<file path="config.mk">
export PLATFORM = sky130hd
export DESIGN_NAME = relay_auto_manual_tap_controller
export DESIGN_NICKNAME = d
export VERILOG_FILES = /design/src/rtl/rmtc_pkg.sv /design/src/rtl/rmtc_auto_rules.sv /design/src/rtl/rmtc_channel.sv /design/src/rtl/relay_auto_manual_tap_controller.sv
export SDC_FILE = /design/constraint.sdc
export NUM_CORES = 1
export LEC_CHECK = 0
export ABC_AREA = 1
export ABC_CLOCK_PERIOD_IN_PS = 3710
export BUFFER_PORTS_ARGS = -buffer_cell sky130_fd_sc_hd__buf_2
export CORE_MARGIN = 1
export CORE_UTILIZATION = 45
export CTS_BUF_LIST = sky130_fd_sc_hd__clkbuf_4 sky130_fd_sc_hd__clkbuf_8
export DETAILED_ROUTE_END_ITERATION = 6
export PLACE_DENSITY = 0.6
export SYNTH_ARGS = -nofsm -noshare
export SYNTH_HDL_FRONTEND = slang
export SYNTH_SLANG_ARGS = --single-unit
</file>
<file path="constraint.sdc">
create_clock -name clk -period 3.71 [get_ports clk]
set_clock_uncertainty 0.05 [all_clocks]
set_input_delay 0.1855 -clock clk [delete_from_list [all_inputs] [get_ports clk]]
set_output_delay 0.1855 -clock clk [all_outputs]
set_load 0.02 [all_outputs]
</file>
<file path="src/rtl/rmtc_pkg.sv">
// Package for the relay auto/manual tap controller.
// Holds the channel numbering, register indexes, reset values and shared types.
// No dependencies.
package rmtc_pkg;

	localparam int unsigned NUM_CH = 3;
	localparam int unsigned CH_FAN    = 0;
	localparam int unsigned CH_GARDEN = 1;
	localparam int unsigned CH_INDOOR = 2;

	localparam int unsigned IN_W    = 56;
	localparam int unsigned OUT_W   = 8;
	localparam int unsigned CFG_IDX_W = 3;
	localparam int unsigned CFG_W   = 16;

	// Register indexes of the configuration port.
	localparam logic [CFG_IDX_W-1:0] REG_DARK_LEVEL    = 3'd0;
	localparam logic [CFG_IDX_W-1:0] REG_BRIGHT_LEVEL  = 3'd1;
	localparam logic [CFG_IDX_W-1:0] REG_FAN_ON_TEMP   = 3'd2;
	localparam logic [CFG_IDX_W-1:0] REG_FAN_OFF_TEMP  = 3'd3;
	localparam logic [CFG_IDX_W-1:0] REG_DEBOUNCE_MS   = 3'd4;
	localparam logic [CFG_IDX_W-1:0] REG_DOUBLE_TAP_MS = 3'd5;

	localparam logic [11:0] DARK_LEVEL_RST    = 12'd2500;
	localparam logic [11:0] BRIGHT_LEVEL_RST  = 12'd1500;
	localparam logic [7:0]  FAN_ON_TEMP_RST   = 8'd30;
	localparam logic [7:0]  FAN_OFF_TEMP_RST  = 8'd28;
	localparam logic [15:0] DEBOUNCE_MS_RST   = 16'd100;
	localparam logic [15:0] DOUBLE_TAP_MS_RST = 16'd400;

	// Tap counter codes.
	localparam logic [1:0] TAPS_NONE   = 2'd0;
	localparam logic [1:0] TAPS_SINGLE = 2'd1;
	localparam logic [1:0] TAPS_DOUBLE = 2'd2;

	// Decision of the automatic rule for one channel.
	typedef struct packed {
		logic set_on;
		logic set_off;
	} auto_cmd_t;

	// Relay and mode of one channel after an item.
	typedef struct packed {
		logic relay_on;
		logic is_auto;
	} ch_state_t;

	typedef struct packed {
		logic [11:0] dark_level;
		logic [11:0] bright_level;
		logic [7:0]  fan_on_temp;
		logic [7:0]  fan_off_temp;
		logic [15:0] debounce_ms;
		logic [15:0] double_tap_ms;
	} cfg_t;

endpackage

</file>
<file path="src/rtl/rmtc_auto_rules.sv">
// Automatic relay rules of the three channels: light hysteresis for the garden,
// light and presence for the indoor light, temperature hysteresis and presence for the fan.
// Depends on rmtc_pkg.
module rmtc_auto_rules
	import rmtc_pkg::*;
(
	input  cfg_t        cfg,
	input  logic [11:0] light_level,
	input  logic [7:0]  temperature,
	input  logic        presence,
	output auto_cmd_t   cmd [NUM_CH]
);

	logic is_dark;

	assign is_dark = light_level >= cfg.dark_level;

	always_comb begin
		cmd[CH_GARDEN].set_on  = is_dark;
		cmd[CH_GARDEN].set_off = light_level <= cfg.bright_level;
		// The indoor light's off request already holds at or below the dark threshold itself.
		cmd[CH_INDOOR].set_on  = is_dark && presence;
		cmd[CH_INDOOR].set_off = (light_level <= cfg.dark_level) || !presence;
		cmd[CH_FAN].set_on     = (temperature >= cfg.fan_on_temp) && presence;
		cmd[CH_FAN].set_off    = (temperature <= cfg.fan_off_temp) || !presence;
	end

endmodule

</file>
<file path="src/rtl/rmtc_channel.sv">
// State of one relay channel: relay, mode, debounce and tap detection.
// Updates its registers when an item leaves the input register.
// Depends on rmtc_pkg.
module rmtc_channel
	import rmtc_pkg::*;
(
	input  logic        clk,
	input  logic        arst_n,
	input  logic        upd,
	input  logic [31:0] now_ms,
	input  logic        touch,
	input  auto_cmd_t   cmd,
	input  logic [15:0] debounce_ms,
	input  logic [15:0] double_tap_ms,
	output ch_state_t   nxt
);

	logic        on_q;
	logic        auto_q;
	logic        last_q;
	logic [31:0] deb_stamp_q;
	logic [31:0] tap_stamp_q;
	logic [1:0]  taps_q;

	logic        on_pre;
	logic [31:0] deb_diff;
	logic [31:0] tap_diff;
	logic        tap;
	logic [1:0]  taps_inc;
	logic [1:0]  taps_nxt;

	// The automatic rule is applied before the touch input is looked at.
	always_comb begin
		on_pre = on_q;
		if (auto_q) begin
			if (cmd.set_on) begin
				on_pre = 1'b1;
			end else if (cmd.set_off) begin
				on_pre = 1'b0;
			end
		end
	end

	assign deb_diff = now_ms - deb_stamp_q;
	assign tap_diff = now_ms - tap_stamp_q;
	assign tap      = (touch != last_q) && (deb_diff >= {16'd0, debounce_ms});
	assign taps_inc = (tap_diff <= {16'd0, double_tap_ms}) ? taps_q + 2'd1 : TAPS_SINGLE;

	always_comb begin
		nxt.relay_on = on_pre;
		nxt.is_auto  = auto_q;
		taps_nxt     = taps_q;
		if (tap) begin
			taps_nxt = taps_inc;
			if (taps_inc == TAPS_DOUBLE) begin
				nxt.is_auto = 1'b1;
				taps_nxt    = TAPS_NONE;
			end else if (taps_inc == TAPS_SINGLE) begin
				nxt.is_auto  = 1'b0;
				nxt.relay_on = !on_pre;
			end
		end
	end

	always_ff @(posedge clk or negedge arst_n) begin
		if (!arst_n) begin
			on_q        <= 1'b0;
			auto_q      <= 1'b1;
			last_q      <= 1'b1;
			deb_stamp_q <= '0;
			tap_stamp_q <= '0;
			taps_q      <= TAPS_NONE;
		end else if (upd) begin
			on_q   <= nxt.relay_on;
			auto_q <= nxt.is_auto;
			taps_q <= taps_nxt;
			if (tap) begin
				last_q      <= touch;
				deb_stamp_q <= now_ms;
				tap_stamp_q <= now_ms;
			end
		end
	end

endmodule

</file>
<file path="src/rtl/relay_auto_manual_tap_controller.sv">
// Relay controller with automatic and touch-driven manual modes for fan,
// garden light and indoor light. An item passes through an input register and a
// result register; it leaves the input register only while the sink does not hold
// the previous result. One item per cycle while not so stalled; the channel state is
// read and written in the single stage between input and result registers.
// Reset (arst_n low): channels auto, relays off, configuration at defaults.
module relay_auto_manual_tap_controller
	import rmtc_pkg::*;
(
	input  logic                 clk,
	input  logic                 arst_n,
	input  logic                 s_axis_tvalid,
	output logic                 s_axis_tready,
	// now_ms[31:0], light_level[43:32], temperature[51:44], presence[52],
	// fan_touch[53], garden_touch[54], indoor_touch[55]
	input  logic [IN_W-1:0]      s_axis_tdata,
	output logic                 m_axis_tvalid,
	input  logic                 m_axis_tready,
	// fan_on[0], garden_on[1], indoor_on[2], fan_auto[3], garden_auto[4],
	// indoor_auto[5], zero[7:6]
	output logic [OUT_W-1:0]     m_axis_tdata,
	input  logic                 cfg_we,
	input  logic [CFG_IDX_W-1:0] cfg_index,
	input  logic [CFG_W-1:0]     cfg_data
);

	cfg_t            cfg_q;
	logic            valid_s1;
	logic [IN_W-1:0] data_s1;
	logic            out_valid_q;
	logic [5:0]      out_data_q;
	logic            adv;
	logic [NUM_CH-1:0] touch;
	auto_cmd_t       cmd [NUM_CH];
	ch_state_t       nxt [NUM_CH];

	always_ff @(posedge clk or negedge arst_n) begin
		if (!arst_n) begin
			cfg_q.dark_level    <= DARK_LEVEL_RST;
			cfg_q.bright_level  <= BRIGHT_LEVEL_RST;
			cfg_q.fan_on_temp   <= FAN_ON_TEMP_RST;
			cfg_q.fan_off_temp  <= FAN_OFF_TEMP_RST;
			cfg_q.debounce_ms   <= DEBOUNCE_MS_RST;
			cfg_q.double_tap_ms <= DOUBLE_TAP_MS_RST;
		end else if (cfg_we) begin
			unique case (cfg_index)
				REG_DARK_LEVEL:    cfg_q.dark_level    <= cfg_data[11:0];
				REG_BRIGHT_LEVEL:  cfg_q.bright_level  <= cfg_data[11:0];
				REG_FAN_ON_TEMP:   cfg_q.fan_on_temp   <= cfg_data[7:0];
				REG_FAN_OFF_TEMP:  cfg_q.fan_off_temp  <= cfg_data[7:0];
				REG_DEBOUNCE_MS:   cfg_q.debounce_ms   <= cfg_data;
				REG_DOUBLE_TAP_MS: cfg_q.double_tap_ms <= cfg_data;
				default: ;
			endcase
		end
	end

	// An item leaves the input register when the result register is free or
	// being emptied in the same cycle.
	assign adv           = valid_s1 && (!out_valid_q || m_axis_tready);
	assign s_axis_tready = !valid_s1 || adv;

	always_ff @(posedge clk or negedge arst_n) begin
		if (!arst_n) begin
			valid_s1 <= 1'b0;
		end else if (s_axis_tready) begin
			valid_s1 <= s_axis_tvalid;
		end
	end

	always_ff @(posedge clk) begin
		if (s_axis_tready && s_axis_tvalid) begin
			data_s1 <= s_axis_tdata;
		end
	end

	rmtc_auto_rules u_rules (
		.cfg         (cfg_q),
		.light_level (data_s1[43:32]),
		.temperature (data_s1[51:44]),
		.presence    (data_s1[52]),
		.cmd         (cmd)
	);

	assign touch = data_s1[55:53];

	for (genvar i = 0; i < NUM_CH; i++) begin : g_ch
		rmtc_channel u_ch (
			.clk           (clk),
			.arst_n        (arst_n),
			.upd           (adv),
			.now_ms        (data_s1[31:0]),
			.touch         (touch[i]),
			.cmd           (cmd[i]),
			.debounce_ms   (cfg_q.debounce_ms),
			.double_tap_ms (cfg_q.double_tap_ms),
			.nxt           (nxt[i])
		);
	end

	always_ff @(posedge clk or negedge arst_n) begin
		if (!arst_n) begin
			out_valid_q <= 1'b0;
		end else if (adv) begin
			out_valid_q <= 1'b1;
		end else if (m_axis_tready) begin
			out_valid_q <= 1'b0;
		end
	end

	always_ff @(posedge clk) begin
		if (adv) begin
			out_data_q <= {nxt[CH_INDOOR].is_auto, nxt[CH_GARDEN].is_auto,
				nxt[CH_FAN].is_auto, nxt[CH_INDOOR].relay_on,
				nxt[CH_GARDEN].relay_on, nxt[CH_FAN].relay_on};
		end
	end

	assign m_axis_tvalid = out_valid_q;
	assign m_axis_tdata  = {2'b00, out_data_q};

endmodule

</file>
==> out/results.txt, run 1 <==
FF-to-FF End = g_ch[1].u_ch.deb_stamp_q[23]
Worst Path Arrival = 4.10 ns
Tmin final = 3.65 ns
DP Wirelength = 51900 um
number of buffers created by CTS = 47
final non-filler cell total = 3932
first-pass GRT wire length = 102000 um
Comb power frac = 70.5%
Post-DRT Antenna Nets = 0
WL met3 = 4260 um
grt ovf = 0
most frequent cell after synthesis = nand2_1
initial core utilization = 45.9%
Post-Route Utilization = 61.2%
vias after detailed routing = 19900
Post-Route M1 WL = 30300 um
CP Launch Type = flop
P_int = 12.3 mW
ys flop type = dfrtp_1
total length of routed wires = 67900 um
number of global-route vias before repair = 19300
worst slew pin tran = 1.17 ns
ranking of synthesized cells by area = dfrtp_1 19%, nand2_1 18%, ha_1 14%
P_sw = 11.3 mW
clock share of power = 12.8%
worst hold path type = in2async
Final GP Congestion = 1.03
cell leakage power = 13.8 nW
top cells by count, synth = 931 x nand2_1, 530 x inv_1, 229 x ha_1
Syn Std Cell Area = 19900 um2
Row Count = 76
Max Cap Viol = 0
R2R Path Start = data_s1[1]
Crit Path Category = reg2reg
Max Slew Vio Count = 0
ratio of cells with drive above 1 in the final layout = 23.8%
Port Buffer Count = 87
pre-CTS setup slack = -0.317 ns
Core Area = 43300 um2
sequential area share after synthesis = 32.9%
Overall Global Routing Usage = 29.7%
Chip Width = 212 um
initial antenna violation count = 1
Die Y = 212 um
placed insts = 3711
# clock sinks = 247
IO Count = 90
Net Sw Frac = 48.0%
final worst path period share = 98.3%
CTS H-Tree Depth = 2
sequential power share = 16.7%
worst-path fanout max = 9
Synth cell types = 49
crit end category = flop
CTS root buf = clkbuf_8
Reg2Reg Setup Slack = 0.06 ns
power density over the cells = 891 nW/um2
P&R area growth vs syn = 33.3%
DR WL/cell = 17.3 um
vias per cell = 5.07
initial DRC count = 1612
outcome = finished clean
highest clock rate = 274 MHz
largest net degree at the start of global routing = 94
Final #Nets = 3619
Reg2Reg Depth = 21
Post-Syn Area per Cell = 6.94 um2
Die ar. = 45000 um2
Final Setup Violations = 0
Yosys top cell by area = dfrtp_1
CTS tree = built
maximum vdd drop = 0.000526 V
Clk Latency, worst-skew pair = 0.66 ns
Post-synth EDFFs = 62
remaining routing DRC violations = 0
Layout fillers = 3966
critical path data required time = 4.17 ns
clk slew on worst S/H paths = 0.06 ns
setup ws final = 0.0631 ns
Slew HR = 22.1%
final hold vios = 0
highest routed layer = met4
RSZ-0062 raised after global routing = true
DR pass1 iterations = 6
Clock Tree Buf Depth = 3
post-synthesis cell count = 2859
met2 WL = 31300 um
Overall Power = 23.6 mW
Synth Warn # = 0
Post-synth ARST share = 74.9%
top-area cell type share of the netlist area = 19.4%
Yosys reg bits = 247
how the worst max path moves through the flow:
| stage | start | endpoint | slack [ns] |
|---|---|---|---|
| after CTS | data_s1[3] | g_ch[1].u_ch.deb_stamp_q[19] | -0.01 |
| after detailed placement | data_s1[6] | g_ch[1].u_ch.deb_stamp_q[19] | -0.32 |
| after global routing | data_s1[4] | out_data_q[1] | -0.11 |
| final | data_s1[1] | g_ch[1].u_ch.deb_stamp_q[23] | 0.06 |
| after floorplan | data_s1[1] | out_data_q[1] | 0.36 |
| after global placement | data_s1[6] | g_ch[1].u_ch.deb_stamp_q[19] | -0.25 |
state kept, by name, indices dropped and copies added (netlist names):
name                   flops
g_ch.u_ch.last_q           3
g_ch.u_ch.on_q             3
cfg_q                     72
g_ch.u_ch.tap_stamp_q     32
valid_s1                   1
g_ch.u_ch.auto_q           3
g_ch.u_ch.taps_q           6
out_data_q                 6
data_s1                   56
g_ch.u_ch.deb_stamp_q     64
m_axis_tvalid              1
kinds of logic (layout without fill, tap and decap cells):
kind of cell	count (synthesis)	in the layout	synth area share, %
AO/OA/AOI/OAI	361	361	10.1
other	1	3	0.0189
flip-flops	247	247	32.9
buffers and inverters	584	1070	11.6
AND/OR/NAND/NOR	1384	1384	28.4
XOR/XNOR	50	50	2.21
adder cells (fa/ha/maj)	232	232	14.7
critical path, stage by stage, from the launching register on:
cell,delay (ns)
edfxtp_1,0.48
buf_6,0.18
ha_4,0.26
nand2_1,0.06
nor2_2,0.12
buf_4,0.12
nand3_1,0.08
nand3_2,0.12
xor2_2,0.20
ha_1,0.29
a21oi_2,0.17
nor3_2,0.06
a211oi_2,0.30
a21oi_2,0.12
nor2_2,0.17
nand2_1,0.11
nand2_2,0.09
nor2_4,0.05
buf_12,0.18
clkbuf_16,0.18
nand2_2,0.06
o21ai_2,0.06
cells in the final DEF (no fill, tap or decap), types with 7 or more instances in the layout:
cell type,n
a21oi_1,127
a21oi_2,13
and2_1,7
buf_12,9
buf_2,86
buf_4,237
buf_6,16
clkbuf_4,12
clkbuf_8,51
clkinv_1,7
clkinv_2,9
dfrtp_1,154
dfstp_2,31
dlygate4sd3_1,77
edfxtp_1,62
ha_1,176
ha_4,47
inv_1,516
inv_2,32
nand2_1,843
nand2_2,94
nand2_4,15
nand3_1,100
nand3_2,15
nand3b_1,10
nand4_1,44
nor2_1,200
nor2_2,22
nor2_4,12
nor3_1,8
o21ai_0,113
o21ai_1,39
o21ai_2,22
o21bai_1,11
xor2_1,22
xor2_2,18
area by class of cell:
type	count	area (um2)	share of cell area [%]
Antenna cell	1	2.50	0.00945
Clock buffer	62	778	2.94
Clock inverter	26	260	0.983
Inverter	550	2070	7.81
Multi-Input combinational cell	2029	12600	47.6
Sequential cell	247	6530	24.7
Tap cell	585	732	2.77
Timing Repair Buffer	432	3500	13.2
power by group through the flow:
stage	clock [mW]	sequential [mW]	combinational [mW]
global placement	0	3.96	13.4
detailed placement	0	3.98	13.6
CTS	3.08	3.94	14.3
global route	3.20	4.01	18.3
floorplan	0	3.91	8.71
finish	3.01	3.94	16.6
what timing repair did:
action | CTS | global route
endpoints found under the hold margin | 206 | 0
setup buffers | 11 | 43
pin swaps | 21 | 79
setup endpoints to repair | 80 | 117
gates resized for setup | 54 | 274
hold buffers | 77 | 0
gates cloned | 1 | 4
metrics by stage:
step	hold WS, ns	cell area (um2)	TNS (ns)
floorplan	-0.160	19900	0
global placement	0.281	22500	-8.83
detailed placement	0.288	22500	-13.03
CTS	0.116	24700	-0.0107
global route	0.164	26500	-4.12
finish	0.141	26500	0
routing by layer:
| layer | vias to the layer above | global-route usage, % |
|---|---|---|
| met3 | 109 | 3.60 |
| li1 | 9900 | - |
| met5 | - | 0 |
| met1 | 9342 | 40.5 |
| met4 | 0 | 10.1 |
| met2 | 583 | 48.8 |
Power figures use the tool's default switching activity.
==> run 2: changes to the inputs <==
--- a/config.mk
+++ b/config.mk
@@ -6,7 +6,7 @@
 export NUM_CORES = 1
 export LEC_CHECK = 0
 export ABC_AREA = 1
-export ABC_CLOCK_PERIOD_IN_PS = 3710
+export ABC_CLOCK_PERIOD_IN_PS = 4750
 export BUFFER_PORTS_ARGS = -buffer_cell sky130_fd_sc_hd__buf_2
 export CORE_MARGIN = 1
 export CORE_UTILIZATION = 45
==> constraint.sdc (replaced) <==
create_clock -name clk -period 4.75 [get_ports clk]
set_clock_uncertainty 0.05 [all_clocks]
set_input_delay 0.2375 -clock clk [delete_from_list [all_inputs] [get_ports clk]]
set_output_delay 0.2375 -clock clk [all_outputs]
set_load 0.02 [all_outputs]
==> out/results.txt, run 2 (synthesized netlist as in run 1, its figures left out) <==
worst-path fanout max = 54 (+45)
DR WL/cell = 17.3 um (about the same)
Worst Path Arrival = 4.90 ns (+0.80 ns)
Overall Global Routing Usage = 28.8% (-0.93 points)
initial core utilization = 45.9% (unchanged)
crit end category = flop
number of global-route vias before repair = 18200 (-5.7%)
R2R Path Start = data_s1[1]
initial DRC count = 1233 (-24%)
CTS tree = built
P_int = 7.35 mW (-40%)
most used cell, CP = nand2_1
worst hold path type = in2async
remaining routing DRC violations = 8 (+8)
ratio of cells with drive above 1 in the final layout = 9.08% (-15 points)
violated checks = DRC
Core Area = 43300 um2 (unchanged)
Die Y = 212 um (unchanged)
critical path data required time = 5.23 ns (+1.06 ns)
DR pass1 iterations = 7 (+1)
Largest register FFs = 72 (unchanged)
critical path launch point = data_s1[1]
highest clock rate = 226 MHz (-18%)
# clock sinks = 247 (unchanged)
biggest regs = cfg_q: 72 flops, g_ch.u_ch.deb_stamp_q: 64 flops, data_s1: 56 flops
P&R area growth vs syn = 14.2%
Post-DRT Antenna Nets = 0 (unchanged)
CP Cell Sequence = inv_1 -> fa_1 -> inv_1 -> nand3_1 -> nand2_2 -> nand2_1 -> nand2_1 -> xor2_1 -> ha_1 -> nand4_1 -> o21ai_0 -> nand2_1 -> a21oi_1 -> nor2_2 -> nand2_1 -> nand2_1 -> nor2_4 -> buf_12 -> nand2_1 -> o21ai_1
vias after detailed routing = 18600 (-6.6%)
Tmin final = 4.42 ns (+0.774 ns)
Chip Width = 212 um (unchanged)
Die ar. = 45000 um2 (unchanged)
final hold vios = 0 (unchanged)
Clk Latency, worst-skew pair = 0.64 ns (-0.02 ns)
cell leakage power = 12.3 nW (-11%)
Final Setup Violations = 0 (unchanged)
final worst path period share = 93.1% (-5.2 points)
CP Launch Type = flop
Largest Register = cfg_q
P_sw = 7.54 mW (-33%)
clk slew on worst S/H paths = 0.06 ns (about the same)
Ant. Diodes = 0 (-1)
Final #Nets = 3361 (-7.1%)
Clock Tree Buf Depth = 3 (unchanged)
outcome = finished, violations left
Row Count = 76 (unchanged)
Port Buffer Count = 87 (unchanged)
maximum vdd drop = 0.000289 V (-45%)
TNS Setup = 0 ns (unchanged)
first-pass GRT wire length = 98400 um (-3.9%)
CTS root buf = clkbuf_8
Net Sw Frac = 50.6% (+2.7 points)
Max Cap Viol = 0 (unchanged)
Final GP Congestion = 0.933 (-9.4%)
clock share of power = 14.7% (+1.9 points)
largest net degree at the start of global routing = 96 (+2.1%)
total length of routed wires = 63300 um (-6.7%)
vias per cell = 5.07 (about the same)
grt ovf = 0 (unchanged)
max incr delay on CP = 0.58 ns (+0.10 ns)
initial antenna violation count = 0 (-1)
most frequent cells in the layout = 931 x nand2_1, 529 x inv_1, 229 x ha_1
Max Slew Vio Count = 0 (unchanged)
worst slew pin tran = 1.02 ns (-0.153 ns)
IO Count = 90 (unchanged)
Comb power frac = 64.4% (-6.1 points)
CTS H-Tree Depth = 2 (unchanged)
Crit Path Category = reg2reg
DP Wirelength = 50500 um (-2.6%)
Post-Route Utilization = 52.4% (-8.8 points)
Slew HR = 32.1% (+10 points)
most common cell after layout, fill and taps aside = nand2_1
power density over the cells = 657 nW/um2 (-26%)
RSZ-0062 raised after global routing = false
number of buffers created by CTS = 46 (-2.1%)
crit path max-delay cell type = fa_1
sequential power share = 20.9% (+4.2 points)
==> run 2: layout make-up <==
cell class                      instances  area (um2)
Clock buffer                           59         743
Multi-Input combinational cell       2029       11000
Inverter                              550        2060
Fill cell                            4324       20600
Sequential cell                       247        6530
Timing Repair Buffer                  175        1340
Tap cell                              585         732
Clock inverter                         24         216
==> run 2: routing by layer <==
layer  global-route usage [%]  part of all wire (%)  routed length (um)
met5                        0                     0                   0
met3                     4.08                   4.7                3000
met4                     10.4                   3.2                2050
met2                     47.7                    46               29100
met1                     38.2                    46               29200
==> run 2: power by group through the flow <==
stage | registers (mW) | clock network [mW] | logic (mW)
final | 3.10 | 2.19 | 9.59
after global routing | 3.17 | 2.35 | 10.8
after CTS | 3.10 | 2.26 | 9.47
after detailed placement | 3.13 | 0 | 9.36
after global placement | 3.13 | 0 | 9.15
after floorplan | 3.05 | 0 | 6.80
==> run 2: worst max-delay path, delay by kind of cell (launching register included) <==
kind | cells | cell delay, ns
AND/OR/NAND/NOR | 11 | 1.39
flip-flops | 1 | 0.50
buffers and inverters | 3 | 0.70
XOR/XNOR | 1 | 0.37
adder cells (fa/ha/maj) | 2 | 0.79
AO/OA/AOI/OAI | 3 | 0.51
==> run 2: per-stage QoR <==
step	instances	power [mW]	worst slack (ns)	instance area [um2]	hold WS [ns]
after floorplan	2860	9.86	1.40	19900	-0.108
after global placement	3507	12.3	0.0438	20900	0.289
after detailed placement	3507	12.5	0.0848	20900	0.291
after CTS	3667	14.8	0.0228	22600	0.144
after global routing	3669	16.4	0.0637	22700	0.207
final	3669	14.9	0.329	22700	0.130
==> run 2: repair_timing <==
action                                  in CTS  in global routing
hold buffers                                77                  0
buffers inserted                             0                  2
endpoints found under the setup margin       0                 76
resized for setup                            0                  2
endpoints found under the hold margin      200                  0
==> run 2: final timing paths <==
check,end,slack (ns),cells after the start
setup reg to reg,g_ch[1].u_ch.deb_stamp_q[8],0.33,20
hold reg to reg,g_ch[0].u_ch.last_q,0.42,2
setup / recovery,g_ch[1].u_ch.deb_stamp_q[8],0.33,20
hold / removal,g_ch[1].u_ch.deb_stamp_q[25],0.13,2
max in group asynchronous,cfg_q[45],3.42,3
min in group clk,cfg_q[41],0.22,3
